File: config.mk
export PLATFORM = sky130hd
export DESIGN_NAME = csrmv_cmdq
export DESIGN_NICKNAME = d
export VERILOG_FILES = /design/src/hw/rtl/csrmv_pkg.sv /design/src/hw/rtl/csrmv_cmdq.sv
export SDC_FILE = /design/constraint.sdc
export NUM_CORES = 1
export LEC_CHECK = 0
export BUFFER_PORTS_ARGS = -buffer_cell sky130_fd_sc_hd__buf_2
export CAP_MARGIN = 20
export CORE_ASPECT_RATIO = 0.5
export CORE_MARGIN = 3
export CORE_UTILIZATION = 40
export CTS_BUF_LIST = sky130_fd_sc_hd__clkbuf_8
export DETAILED_ROUTE_END_ITERATION = 10
export PLACE_DENSITY = 0.64
export REMOVE_ABC_BUFFERS = 1
export SLEW_MARGIN = 20
export SYNTH_ARGS = -nofsm -noshare
export SYNTH_HDL_FRONTEND = slang
export SYNTH_SLANG_ARGS = --single-unit
export TNS_END_PERCENT = 10
File: constraint.sdc
create_clock -name clk -period 4.7 [get_ports clk]
set_clock_uncertainty 0.1 [all_clocks]
set_input_delay 0.235 -clock clk [delete_from_list [all_inputs] [get_ports clk]]
set_output_delay 0.235 -clock clk [all_outputs]
set_load 0.01 [all_outputs]
File: src/hw/rtl/csrmv_pkg.sv
package csrmv_pkg;

    localparam int VECTOR_DEPTH = 1024;
    localparam int ADDR_W       = $clog2(VECTOR_DEPTH);

    localparam int CMDQ_DEPTH = 4;
    localparam int CMDQ_AW    = $clog2(CMDQ_DEPTH);
    localparam int CMDQ_CW    = $clog2(CMDQ_DEPTH + 1);

    localparam int CFG_AW = 4;

    localparam logic [1:0] MODE_LOAD  = 2'd0;
    localparam logic [1:0] MODE_NZ    = 2'd1;
    localparam logic [1:0] MODE_EMPTY = 2'd2;

    localparam logic [1:0] REG_ALPHA      = 2'd0;
    localparam logic [1:0] REG_BETA       = 2'd1;
    localparam logic [1:0] REG_INDEX_BASE = 2'd2;

    localparam logic [31:0] ALPHA_RESET = 32'h0001_0000;

    typedef struct packed {
        logic [1:0]         mode;
        logic [10:0]        column;
        logic signed [31:0] value;
        logic               last_in_row;
        logic signed [31:0] old_result;
    } in_t;

    typedef struct packed {
        logic signed [31:0] row_result;
        logic               saturated;
    } res_t;

    typedef struct packed {
        logic               acc;
        logic               row_end;
        logic signed [31:0] value;
        logic signed [31:0] xval;
        logic signed [31:0] old_result;
    } cmd_t;

    typedef struct packed {
        logic full;
        logic empty;
    } q_stat_t;

endpackage

File: src/hw/rtl/csrmv_cmdq.sv
module csrmv_cmdq import csrmv_pkg::*; (
    input  logic    clk,
    input  logic    rst_n,
    input  cmd_t    wr_cmd,
    input  logic    push,
    output cmd_t    rd_cmd,
    input  logic    pop,
    output q_stat_t stat
);

    cmd_t               mem_reg [CMDQ_DEPTH];
    logic [CMDQ_AW-1:0] wr_ptr_reg;
    logic [CMDQ_AW-1:0] rd_ptr_reg;
    logic [CMDQ_CW-1:0] count_reg;
    logic               do_push;
    logic               do_pop;

    assign stat.full  = count_reg == CMDQ_CW'(CMDQ_DEPTH);
    assign stat.empty = count_reg == '0;
    assign do_push    = push && !stat.full;
    assign do_pop     = pop && !stat.empty;
    assign rd_cmd     = mem_reg[rd_ptr_reg];

    always_ff @(posedge clk or negedge rst_n)
    begin
        if (!rst_n)
        begin
            wr_ptr_reg <= '0;
            rd_ptr_reg <= '0;
            count_reg  <= '0;
        end
        else
        begin
            if (do_push)
            begin
                wr_ptr_reg <= wr_ptr_reg + 1'b1;
            end
            if (do_pop)
            begin
                rd_ptr_reg <= rd_ptr_reg + 1'b1;
            end
            if (do_push && !do_pop)
            begin
                count_reg <= count_reg + 1'b1;
            end
            else if (do_pop && !do_push)
            begin
                count_reg <= count_reg - 1'b1;
            end
        end
    end

    always_ff @(posedge clk)
    begin
        if (do_push)
        begin
            mem_reg[wr_ptr_reg] <= wr_cmd;
        end
    end

endmodule

==> results.tsv <==
stage	metric	value	unit
detailed_routing	Detail Route Antenna Nets	0	
place	PortBufs	201	
place	placed instance area	0.0161	mm2
sta	Max Slew Vio Count	0	
sta	PnR worst setup slack	1520	ps
sta	Slew headroom	0.378	
finish	design area	0.0181	mm2
detailed_routing	routed wire length	28.9	mm
yosys	Synth Instances	548	
grt	gr ovfl total	0	
sta	part of the cycle the worst path needs	0.677	
detailed_routing	DRC viols	0	
die	Rows	48	
grt	initial antenna violation count	0	
pwr	Final Power	10.5	mW
yosys	mean post-synth cell area	26.8	um2
worst_setup_path	startpoint type of the worst setup path	flip-flop	
detailed_routing	count of TritonRoute iterations in the first routing pass	4	
sta	Setup-failing EPs final	0	
die	I/O Pins	202	
finish	Largest register FFs	392	
die	die width	277	um
cts	worst skew pair latency	570	ps
worst_setup_path	Setup Crit Path Kind	flip-flop to output port	
place	Setup WS pre-CTS	2000	ps
finish	share of cells above drive strength 1	0.405	
grt	largest net degree at the start of global routing	58	
grt	Global Route Usage Sum	0.149	
place	Post-DP HPWL	17.4	mm
cts	CTS tree	done	
grt	vias in the first global route	7750	
finish	fin cells	1417	
worst_setup_path	CP Capture Type	output port	
cts	CTS buffer count	57	
worst_setup_path	R2R setup slack	2040	ps
finish	Final Util	0.514	
pwr	Peak VDD IR	0.399	mV
worst_setup_path	R2R Path End	mem_reg[1][68]	
place	GPL Wtd Cong	0.697	
die	Core Area	0.0353	mm2
finish	Final #Nets	1004	
yosys	sequential share of the synthesized area	0.815	
yosys	Netlist cell types	20	
worst_setup_path	r2r startpoint	count_reg[2]	
pwr	power per cell area	580	mW/mm2
yosys	Yosys reg bits	399	
cts	clk buf depth	3	
place	placed instance count	1211	
finish	Area growth, synth to finish	23.7	%
worst_setup_path	Worst R2R Path Depth	4	
detailed_routing	Routed WL per cell	20.4	um
outcome	run status	complete, no violations	
sta	crit path time final	3180	ps
die	initial core utilization	0.415	
worst_setup_path	Crit path arrival time	2850	ps
sta	Final Hold Viols	0	
worst_setup_path	WP data required	4370	ps
run	max-cap viol count	0	
die	die footprint	0.0391	mm2
sta	RSZ-0062 raised after global routing	no	
detailed_routing	Via density	4.89	
yosys	YS warnings	0	
yosys	Cell Area, Synth	0.0147	mm2
hold_path	Hold WC Path Type	input pin to flip-flop	
finish	most frequent cells in the layout	edfxtp_1 (392), buf_2 (201), dlygate4sd3_1 (101), mux4_2 (98), clkbuf_8 (59)	
sta	Fmax achieved	314	MHz
cts	CTS-repair resized insts	0	
die	Die H	141	um
worst_setup_path	crit path to	rd_cmd[55]	
cts	htree depth	2	
grt	first-pass GRT wire length	44.8	mm
pwr	Leakage	6.30	nW
cts	clk sinks	399	
cts	clock root cell	clkbuf_8	
worst_setup_path	crit path max fanout	40	
cts	clk slew on worst S/H paths	60	ps
sta	Fin Hold WS	81.3	ps
detailed_routing	Starting DRT DRC Count	499	
detailed_routing	Via Count	6929	
worst_setup_path	CP Launch Point	rd_ptr_reg[0]	
finish	most common cell after layout, fill and taps aside	edfxtp_1	
sta	Setup TNS	0	ps
sta	Worst Max-Slew Pin Slew	932	ps
[worst max-delay path, cell delays in order, from the launching register on]
cell,delay [ps]
dfrtp_4,950
buf_4,510
mux4_2,590
buf_2,160
[layer usage]
metal	share of wire	global-route usage	vias to the layer above
met2	0.56	0.278	136
met1	0.38	0.174	3667
met3	0.035	0.0280	55
met5	0	0	-
li1	-	-	3071
met4	0.026	0.0505	0
[synthesized netlist by cell type, drive strengths merged]
library cell / n / area (um2)
and2: 4 / 25.0
buf: 23 / 274
dfrtp: 7 / 175
edfxtp: 392 / 11800
fa: 1 / 20.0
ha: 5 / 62.6
inv: 4 / 15.0
mux2: 2 / 22.5
mux4: 98 / 2210
nand2: 1 / 3.75
nand3: 1 / 5.00
nor2: 1 / 3.75
nor2b: 1 / 6.26
nor3b: 1 / 12.5
or3: 1 / 6.26
xnor2: 4 / 35.0
xor2: 2 / 17.5
[area by class of cell]
type	count	area, um2
flip-flops and latches	399	12000
diodes	1	2.50
fillers	2772	17200
multi-input cells	122	2440
clock buffers	59	812
repair buffers	312	2140
clock inverters	45	179
inverters	4	15.0
well taps	475	594
[cells by family (layout without fill, tap and decap cells)]
kind of cell / count (synthesis) / after routing / share of synthesized area
xor+xnor: 6 / 6 / 0.00358
fa+ha+maj: 6 / 6 / 0.00563
buf+inv: 27 / 420 / 0.0197
flops: 399 / 399 / 0.815
mux: 100 / 100 / 0.152
other cells: 0 / 1 / 0
simple gates: 10 / 10 / 0.00427
[power breakdown]
group	switching, mW	internal [mW]
registers	0.361	4.71
logic	1.60	1.48
clock network	1.21	1.16
total	3.17	7.34
[worst min path at each step]
stage	startpoint	to	depth (start not counted)
floorplan	rst_n	count_reg[0]	0
global placement	rst_n	count_reg[1]	1
detailed placement	rst_n	count_reg[0]	1
CTS	push	wr_ptr_reg[0]	3
global route	push	wr_ptr_reg[0]	3
finish	push	wr_ptr_reg[0]	3
[repair_timing]
item                                   4_1_cts  5_1_grt
setup endpoints to repair                    0        0
buffers inserted                             0        0
endpoints found under the hold margin      401        0
hold buffers                               101        0
No activity file was read; power rests on OpenSTA's default activity.
