File: config.mk
export PLATFORM = sky130hd
export DESIGN_NAME = csrmv_back
export DESIGN_NICKNAME = d
export VERILOG_FILES = /design/src/hw/rtl/csrmv_pkg.sv /design/src/hw/rtl/csrmv_back.sv
export SDC_FILE = /design/constraint.sdc
export NUM_CORES = 2
export LEC_CHECK = 0
export ABC_AREA = 0
export BUFFER_PORTS_ARGS = -buffer_cell sky130_fd_sc_hd__clkbuf_2
export CORE_MARGIN = 2
export CORE_UTILIZATION = 65
export CTS_BUF_LIST = sky130_fd_sc_hd__clkbuf_2
export CTS_CLUSTER_DIAMETER = 30
export DETAILED_ROUTE_END_ITERATION = 8
export PLACE_DENSITY = 0.8
export SLEW_MARGIN = 5
export SYNTH_ARGS = -nofsm -noshare
export SYNTH_HDL_FRONTEND = slang
export SYNTH_SLANG_ARGS = --single-unit
export TNS_END_PERCENT = 50
File: constraint.sdc
create_clock -name clk -period 12.27 [get_ports clk]
set_input_delay 1.227 -clock clk [delete_from_list [all_inputs] [get_ports clk]]
set_output_delay 1.227 -clock clk [all_outputs]
set_load 0.02 [all_outputs]
File: src/hw/rtl/csrmv_pkg.sv
package csrmv_pkg;

    localparam int VECTOR_DEPTH = 1024;
    localparam int ADDR_W       = $clog2(VECTOR_DEPTH);

    localparam int CMDQ_DEPTH = 4;
    localparam int CMDQ_AW    = $clog2(CMDQ_DEPTH);
    localparam int CMDQ_CW    = $clog2(CMDQ_DEPTH + 1);

    localparam int CFG_AW = 4;

    localparam logic [1:0] MODE_LOAD  = 2'd0;
    localparam logic [1:0] MODE_NZ    = 2'd1;
    localparam logic [1:0] MODE_EMPTY = 2'd2;

    localparam logic [1:0] REG_ALPHA      = 2'd0;
    localparam logic [1:0] REG_BETA       = 2'd1;
    localparam logic [1:0] REG_INDEX_BASE = 2'd2;

    localparam logic [31:0] ALPHA_RESET = 32'h0001_0000;

    typedef struct packed {
        logic [1:0]         mode;
        logic [10:0]        column;
        logic signed [31:0] value;
        logic               last_in_row;
        logic signed [31:0] old_result;
    } in_t;

    typedef struct packed {
        logic signed [31:0] row_result;
        logic               saturated;
    } res_t;

    typedef struct packed {
        logic               acc;
        logic               row_end;
        logic signed [31:0] value;
        logic signed [31:0] xval;
        logic signed [31:0] old_result;
    } cmd_t;

    typedef struct packed {
        logic full;
        logic empty;
    } q_stat_t;

endpackage

File: src/hw/rtl/csrmv_back.sv
module csrmv_back import csrmv_pkg::*; (
    input  logic        clk,
    input  logic        rst_n,
    input  cmd_t        cmd,
    input  q_stat_t     q_stat,
    output logic        cmd_pop,
    input  logic [31:0] alpha,
    input  logic [31:0] beta,
    output res_t        result,
    output logic        empty,
    input  logic        pop,
    output logic        busy
);

    typedef enum logic [3:0] {
        S_IDLE,
        S_NZ_MUL,
        S_NZ_RND,
        S_NZ_ACC,
        S_E_MAG,
        S_E_HI,
        S_E_LO,
        S_E_B,
        S_E_RND,
        S_E_SGN,
        S_E_SUM
    } state_t;

    state_t      state_reg;
    logic        row_end_reg;
    logic        neg_reg;
    logic [31:0] opa_reg;
    logic [31:0] opb_reg;
    logic [31:0] old_reg;
    logic [63:0] prod_reg;
    logic [47:0] term_reg;
    logic [47:0] row_sum_reg;
    logic        sum_clipped_reg;
    logic [31:0] am_reg;
    logic [47:0] sm_reg;
    logic [31:0] bm_reg;
    logic [31:0] om_reg;
    logic        a_neg_reg;
    logic        b_neg_reg;
    logic [54:0] ph_reg;
    logic        big_reg;
    logic [63:0] full_reg;
    logic [48:0] ma_reg;
    logic [47:0] mb_reg;
    logic [49:0] ta_reg;
    logic [49:0] tb_reg;
    res_t        res_reg;
    logic        res_valid_reg;

    logic [31:0] mul_x;
    logic [31:0] mul_y;
    logic [63:0] mul_p;
    logic [31:0] value_mag;
    logic [31:0] xval_mag;
    logic [63:0] nz_rnd;
    logic [49:0] acc_sum;
    logic        acc_fits;
    logic [63:0] a_rnd;
    logic [63:0] b_rnd;
    logic [50:0] fin_sum;
    logic        fin_fits;
    logic        res_free;

    assign cmd_pop  = state_reg == S_IDLE && !q_stat.empty;
    assign busy     = state_reg != S_IDLE;
    assign empty    = !res_valid_reg;
    assign result   = res_reg;
    assign res_free = !res_valid_reg || pop;

    assign value_mag = cmd.value[31] ? 32'd0 - cmd.value : cmd.value;
    assign xval_mag  = cmd.xval[31] ? 32'd0 - cmd.xval : cmd.xval;

    always_comb
    begin
        case (state_reg)
            S_E_HI:
            begin
                mul_x = am_reg;
                mul_y = {8'd0, sm_reg[47:24]};
            end
            S_E_LO:
            begin
                mul_x = am_reg;
                mul_y = {8'd0, sm_reg[23:0]};
            end
            S_E_B:
            begin
                mul_x = bm_reg;
                mul_y = om_reg;
            end
            default:
            begin
                mul_x = opa_reg;
                mul_y = opb_reg;
            end
        endcase
    end

    assign mul_p = 64'(mul_x) * 64'(mul_y);

    assign nz_rnd   = prod_reg + 64'h8000;
    assign acc_sum  = {{2{row_sum_reg[47]}}, row_sum_reg} + {{2{term_reg[47]}}, term_reg};
    assign acc_fits = acc_sum[49:47] == 3'b000 || acc_sum[49:47] == 3'b111;
    assign a_rnd    = full_reg + 64'h8000;
    assign b_rnd    = prod_reg + 64'h8000;
    assign fin_sum  = {ta_reg[49], ta_reg} + {tb_reg[49], tb_reg};
    assign fin_fits = fin_sum[50:31] == '0 || fin_sum[50:31] == '1;

    always_ff @(posedge clk or negedge rst_n)
    begin
        if (!rst_n)
        begin
            state_reg       <= S_IDLE;
            row_end_reg     <= 1'b0;
            neg_reg         <= 1'b0;
            opa_reg         <= '0;
            opb_reg         <= '0;
            old_reg         <= '0;
            prod_reg        <= '0;
            term_reg        <= '0;
            row_sum_reg     <= '0;
            sum_clipped_reg <= 1'b0;
            am_reg          <= '0;
            sm_reg          <= '0;
            bm_reg          <= '0;
            om_reg          <= '0;
            a_neg_reg       <= 1'b0;
            b_neg_reg       <= 1'b0;
            ph_reg          <= '0;
            big_reg         <= 1'b0;
            full_reg        <= '0;
            ma_reg          <= '0;
            mb_reg          <= '0;
            ta_reg          <= '0;
            tb_reg          <= '0;
            res_reg         <= '0;
            res_valid_reg   <= 1'b0;
        end
        else
        begin
            if (pop && res_valid_reg && state_reg != S_E_SUM)
            begin
                res_valid_reg <= 1'b0;
            end
            unique case (state_reg)
                S_IDLE:
                begin
                    if (!q_stat.empty)
                    begin
                        opa_reg     <= value_mag;
                        opb_reg     <= xval_mag;
                        neg_reg     <= cmd.value[31] ^ cmd.xval[31];
                        row_end_reg <= cmd.row_end;
                        old_reg     <= cmd.old_result;
                        if (cmd.acc)
                        begin
                            state_reg <= S_NZ_MUL;
                        end
                        else if (cmd.row_end)
                        begin
                            state_reg <= S_E_MAG;
                        end
                    end
                end
                S_NZ_MUL:
                begin
                    prod_reg  <= mul_p;
                    state_reg <= S_NZ_RND;
                end
                S_NZ_RND:
                begin
                    term_reg  <= neg_reg ? 48'd0 - nz_rnd[63:16] : nz_rnd[63:16];
                    state_reg <= S_NZ_ACC;
                end
                S_NZ_ACC:
                begin
                    if (acc_fits)
                    begin
                        row_sum_reg <= acc_sum[47:0];
                    end
                    else
                    begin
                        row_sum_reg     <= acc_sum[49] ? 48'h8000_0000_0000 : 48'h7FFF_FFFF_FFFF;
                        sum_clipped_reg <= 1'b1;
                    end
                    state_reg <= row_end_reg ? S_E_MAG : S_IDLE;
                end
                S_E_MAG:
                begin
                    am_reg    <= alpha[31] ? 32'd0 - alpha : alpha;
                    sm_reg    <= row_sum_reg[47] ? 48'd0 - row_sum_reg : row_sum_reg;
                    bm_reg    <= beta[31] ? 32'd0 - beta : beta;
                    om_reg    <= old_reg[31] ? 32'd0 - old_reg : old_reg;
                    a_neg_reg <= alpha[31] ^ row_sum_reg[47];
                    b_neg_reg <= beta[31] ^ old_reg[31];
                    state_reg <= S_E_HI;
                end
                S_E_HI:
                begin
                    prod_reg  <= mul_p;
                    state_reg <= S_E_LO;
                end
                S_E_LO:
                begin
                    ph_reg    <= prod_reg[54:0];
                    prod_reg  <= mul_p;
                    state_reg <= S_E_B;
                end
                S_E_B:
                begin
                    big_reg   <= |ph_reg[54:39];
                    full_reg  <= {ph_reg[39:0], 24'd0} + prod_reg;
                    prod_reg  <= mul_p;
                    state_reg <= S_E_RND;
                end
                S_E_RND:
                begin
                    ma_reg    <= big_reg ? 49'h1_0000_0000_0000 : {1'b0, a_rnd[63:16]};
                    mb_reg    <= (beta == '0) ? 48'd0 : b_rnd[63:16];
                    state_reg <= S_E_SGN;
                end
                S_E_SGN:
                begin
                    ta_reg    <= a_neg_reg ? 50'd0 - {1'b0, ma_reg} : {1'b0, ma_reg};
                    tb_reg    <= b_neg_reg ? 50'd0 - {2'b00, mb_reg} : {2'b00, mb_reg};
                    state_reg <= S_E_SUM;
                end
                S_E_SUM:
                begin
                    if (res_free)
                    begin
                        if (fin_fits)
                        begin
                            res_reg.row_result <= fin_sum[31:0];
                            res_reg.saturated  <= sum_clipped_reg;
                        end
                        else
                        begin
                            res_reg.row_result <= fin_sum[50] ? 32'h8000_0000 : 32'h7FFF_FFFF;
                            res_reg.saturated  <= 1'b1;
                        end
                        res_valid_reg   <= 1'b1;
                        row_sum_reg     <= '0;
                        sum_clipped_reg <= 1'b0;
                        state_reg       <= S_IDLE;
                    end
                end
                default:
                begin
                    state_reg <= S_IDLE;
                end
            endcase
        end
    end

endmodule

==> metrics list <==
- Post-synthesis instance area: 77020 um^2
- Yosys printed 0 warnings.
- OpenSTA, run right after detailed placement, puts the worst setup slack at 1.255 ns.
- Worst path required time: 13.64 ns
* Leftover overflow at the end of global routing: 0
* Area of all placed cells without fillers: 83200 um^2
- The number of antenna violations at the first check in global routing was 11.
* Fill cell total of the finished layout: 8988
- Worst-case headroom to the max-slew limit: 1.658%
- Detailed placement ended at an HPWL of 194100 um.
- Counting both buffers and inverters, the worst setup path holds a total of 6.
* Worst-skew pair later-pin latency: 1.64 ns
* Synthesized netlist cell count: 8838
- Placed standard-cell area: 79800 um^2
* Total area of multi-input combinational cells: 53090 um^2
- Outcome: finished clean
* 1st-iter DRT viols: 6501
- Async S/R FF share, synth: 100.0%
* #FFs+latches synth: 744
* Hold buffer count at cts: 163
- Tightest hold margin: 0.1651 ns
- Of the available clock period, the critical path in the final layout requires 92.30%.
- The number of global-route vias before repair is 66350.
- NumNets Final: 10590
- In the synthesized netlist, mux cells make up 1.975% of the area.
* TritonCTS clock tree: yes
- At the pin with the least slew margin, the transition time is 1.475 ns.
- Using the TritonRoute via totals, the vias-per-cell ratio works out to 6.184.
* Average footprint of a synthesized cell: 8.715 um^2
- Combinational family with the most area after synthesis: adder cells
- Flip-flop count of the largest register, all copies and words added: 64
- STA classifies the critical path startpoint as a flip-flop.
* Cell type group with the largest total delay on the critical path: adder cells
* Final setup slack of the worst path: 0.9446 ns
- The count of pins over their slew limit is 0.
* Shortest clock period the worst path allows after layout: 11.33 ns
- The sequential cells in the finished layout cover a total of 18620 um^2.
- The number of different library cells used by synthesis comes to 92.
* GP Congestion: 1.117
- Count of endpoints failing setup in the final report: 0
- The number of failing hold endpoints at the final stage was 0.
- Relative to the synthesized area, the layout overhead comes to 8.020%.
* Longest Clk Path Bufs: 3
* Most common cell after layout, fill and taps aside: sky130_fd_sc_hd__nand2_1
* Synth Area in Simple Gates: 16.04%
- Post-CTS timing repair inserted 0 buffers for setup.
- Core area: 117800 um^2
* Total Routed Length: 248100 um
- Max-Cap Viols: 0
- XOR/XNOR Fraction of Synth Area: 6.948%
- Setup total negative slack: 0 ns
- Slowest Stage Delay on Critical Path: 0.72 ns
- Critical path data arrival time: 12.69 ns
* Top-Level Pins: 203
- Number of nets still failing antenna checks after routing: 0
* Critical Path Slowest Stage Cell: sky130_fd_sc_hd__buf_4
- CTS placed an instance of sky130_fd_sc_hd__clkbuf_2 at the clock tree root.
- TritonCTS created 200 clock buffers.
- The critical path in this run is classified as flip-flop to flip-flop.
- Entering global routing, the biggest net connects 174 pins.
- Counting every sink on the clock net gives 744.
- Die Y-Extent: 348.2 um
* Maximum operating frequency: 0.08830 GHz
* GRT Total Usage: 41.15%
- Total die area: 121300 um^2
- Most Frequent Cell on Critical Path: sky130_fd_sc_hd__fa_1
* Primary FF master, synth: sky130_fd_sc_hd__dfrtp_1
- STA classifies the critical path endpoint as a flip-flop.
- The path class of the tightest hold or removal check is input pin to flip-flop.
* First-pass GRT wire length: 379900 um
- Clk pin slew, worst setup/hold paths: 0.11 ns
- In this run, synthesis inferred 0 flip-flops with an integrated enable.
* Cell row count: 126
* Total iterations of the first detailed-routing run: 6
- Synthesized netlist net count: 10320
- Summing the areas of all compound-gate instances in the mapped netlist gives 13.63% of the synthesized area.
* Residual DRC: 0
- From left edge to right edge, the die measures 348.2 um.
- Commonest cells after routing, fill and taps aside: 1338 x sky130_fd_sc_hd__nand2_1, 993 x sky130_fd_sc_hd__inv_1, 899 x sky130_fd_sc_hd__fa_1
* Unrepaired setup endpoints after global routing: false
- Sequential cell area fraction in the yosys report: 24.17%
- In the final routed layout, each cell accounts on average for 23.00 um.
* Proportion of layout cells with a drive suffix above 1: 9.452%
- Detailed routing inserted a total of 66700 vias.
* Maximum fanout count along the critical path: 60
- Adder-cell share of the synthesized area: 30.04%
* PortBufs: 201
- H-tree depth reported by CTS: 4
- In this run, post-CTS repair resized a total of 0 instances.
- For this configuration, the core starts out at a cell density of 65.40%.
- Post-Route Skew: 0.1647 ns
cells by family after synthesis:
kind of cell	after synthesis
compound gates	1721
xor+xnor	611
fa+ha+maj	1310
buf+inv	1468
flops	744
mux	140
simple gates	2844
metal layers:
metal	GRT usage (%)	up-vias	share of wire, %
met5	0.5202	-	0.038
met4	26.04	4	7.8
met3	12.53	980	12
met2	60.74	3881	42
met1	53.01	32320	38
li1	-	29510	-
per-stage QoR:
stage          util (%)  instances
4_1_cts           70.62      10770
5_1_grt           70.64      10780
3_3_place_gp      67.76      10290
3_5_place_dp      67.76      10290
6_report          70.65      10790
2_1_floorplan         -       8838
cell type report:
| type | instances | share of cell area [%] |
|---|---|---|
| well taps | 1536 | 2.310 |
| repair buffers | 548 | 4.888 |
| clock buffers | 263 | 1.582 |
| multi-input cells | 6626 | 63.82 |
| flip-flops and latches | 744 | 22.38 |
| clock inverters | 61 | 0.4993 |
| inverters | 994 | 4.485 |
| diodes | 14 | 0.04211 |
synth_stat cells, types with 108 or more instances:
cell,number,area (um^2)
sky130_fd_sc_hd__dfrtp_1,744,18620
sky130_fd_sc_hd__inv_1,993,3727
sky130_fd_sc_hd__nor2_1,863,3239
sky130_fd_sc_hd__ha_1,411,5142
sky130_fd_sc_hd__a21o_1,167,1254
sky130_fd_sc_hd__clkbuf_1,432,1622
sky130_fd_sc_hd__a21oi_1,326,1632
sky130_fd_sc_hd__xor2_1,410,3591
sky130_fd_sc_hd__o21ai_0,727,3638
sky130_fd_sc_hd__fa_1,899,18000
sky130_fd_sc_hd__nand2_1,1340,5030
sky130_fd_sc_hd__xnor2_1,201,1760
sky130_fd_sc_hd__o31ai_1,108,810.8
worst paths after layout:
kind | slack, ns | from | depth (start not counted) | endpoint
hold reg to reg | 0.46 | full_reg[53] | 2 | ma_reg[37]
min in group asynchronous | 0.29 | rst_n | 2 | ma_reg[46]
setup reg to reg | 0.94 | state_reg[1] | 33 | prod_reg[60]
setup / recovery | 0.94 | state_reg[1] | 33 | prod_reg[60]
hold / removal | 0.17 | alpha[6] | 3 | am_reg[6]
max in group asynchronous | 9.49 | rst_n | 4 | bm_reg[14]
tightest hold or removal path: stages:
cell	delay (ns)
sky130_fd_sc_hd__clkbuf_2	0.13
sky130_fd_sc_hd__xor2_1	0.14
sky130_fd_sc_hd__o21ai_0	0.15
Power is not shown: default switching activity piles up to over one toggle a cycle in this logic, so the estimate is an artifact.
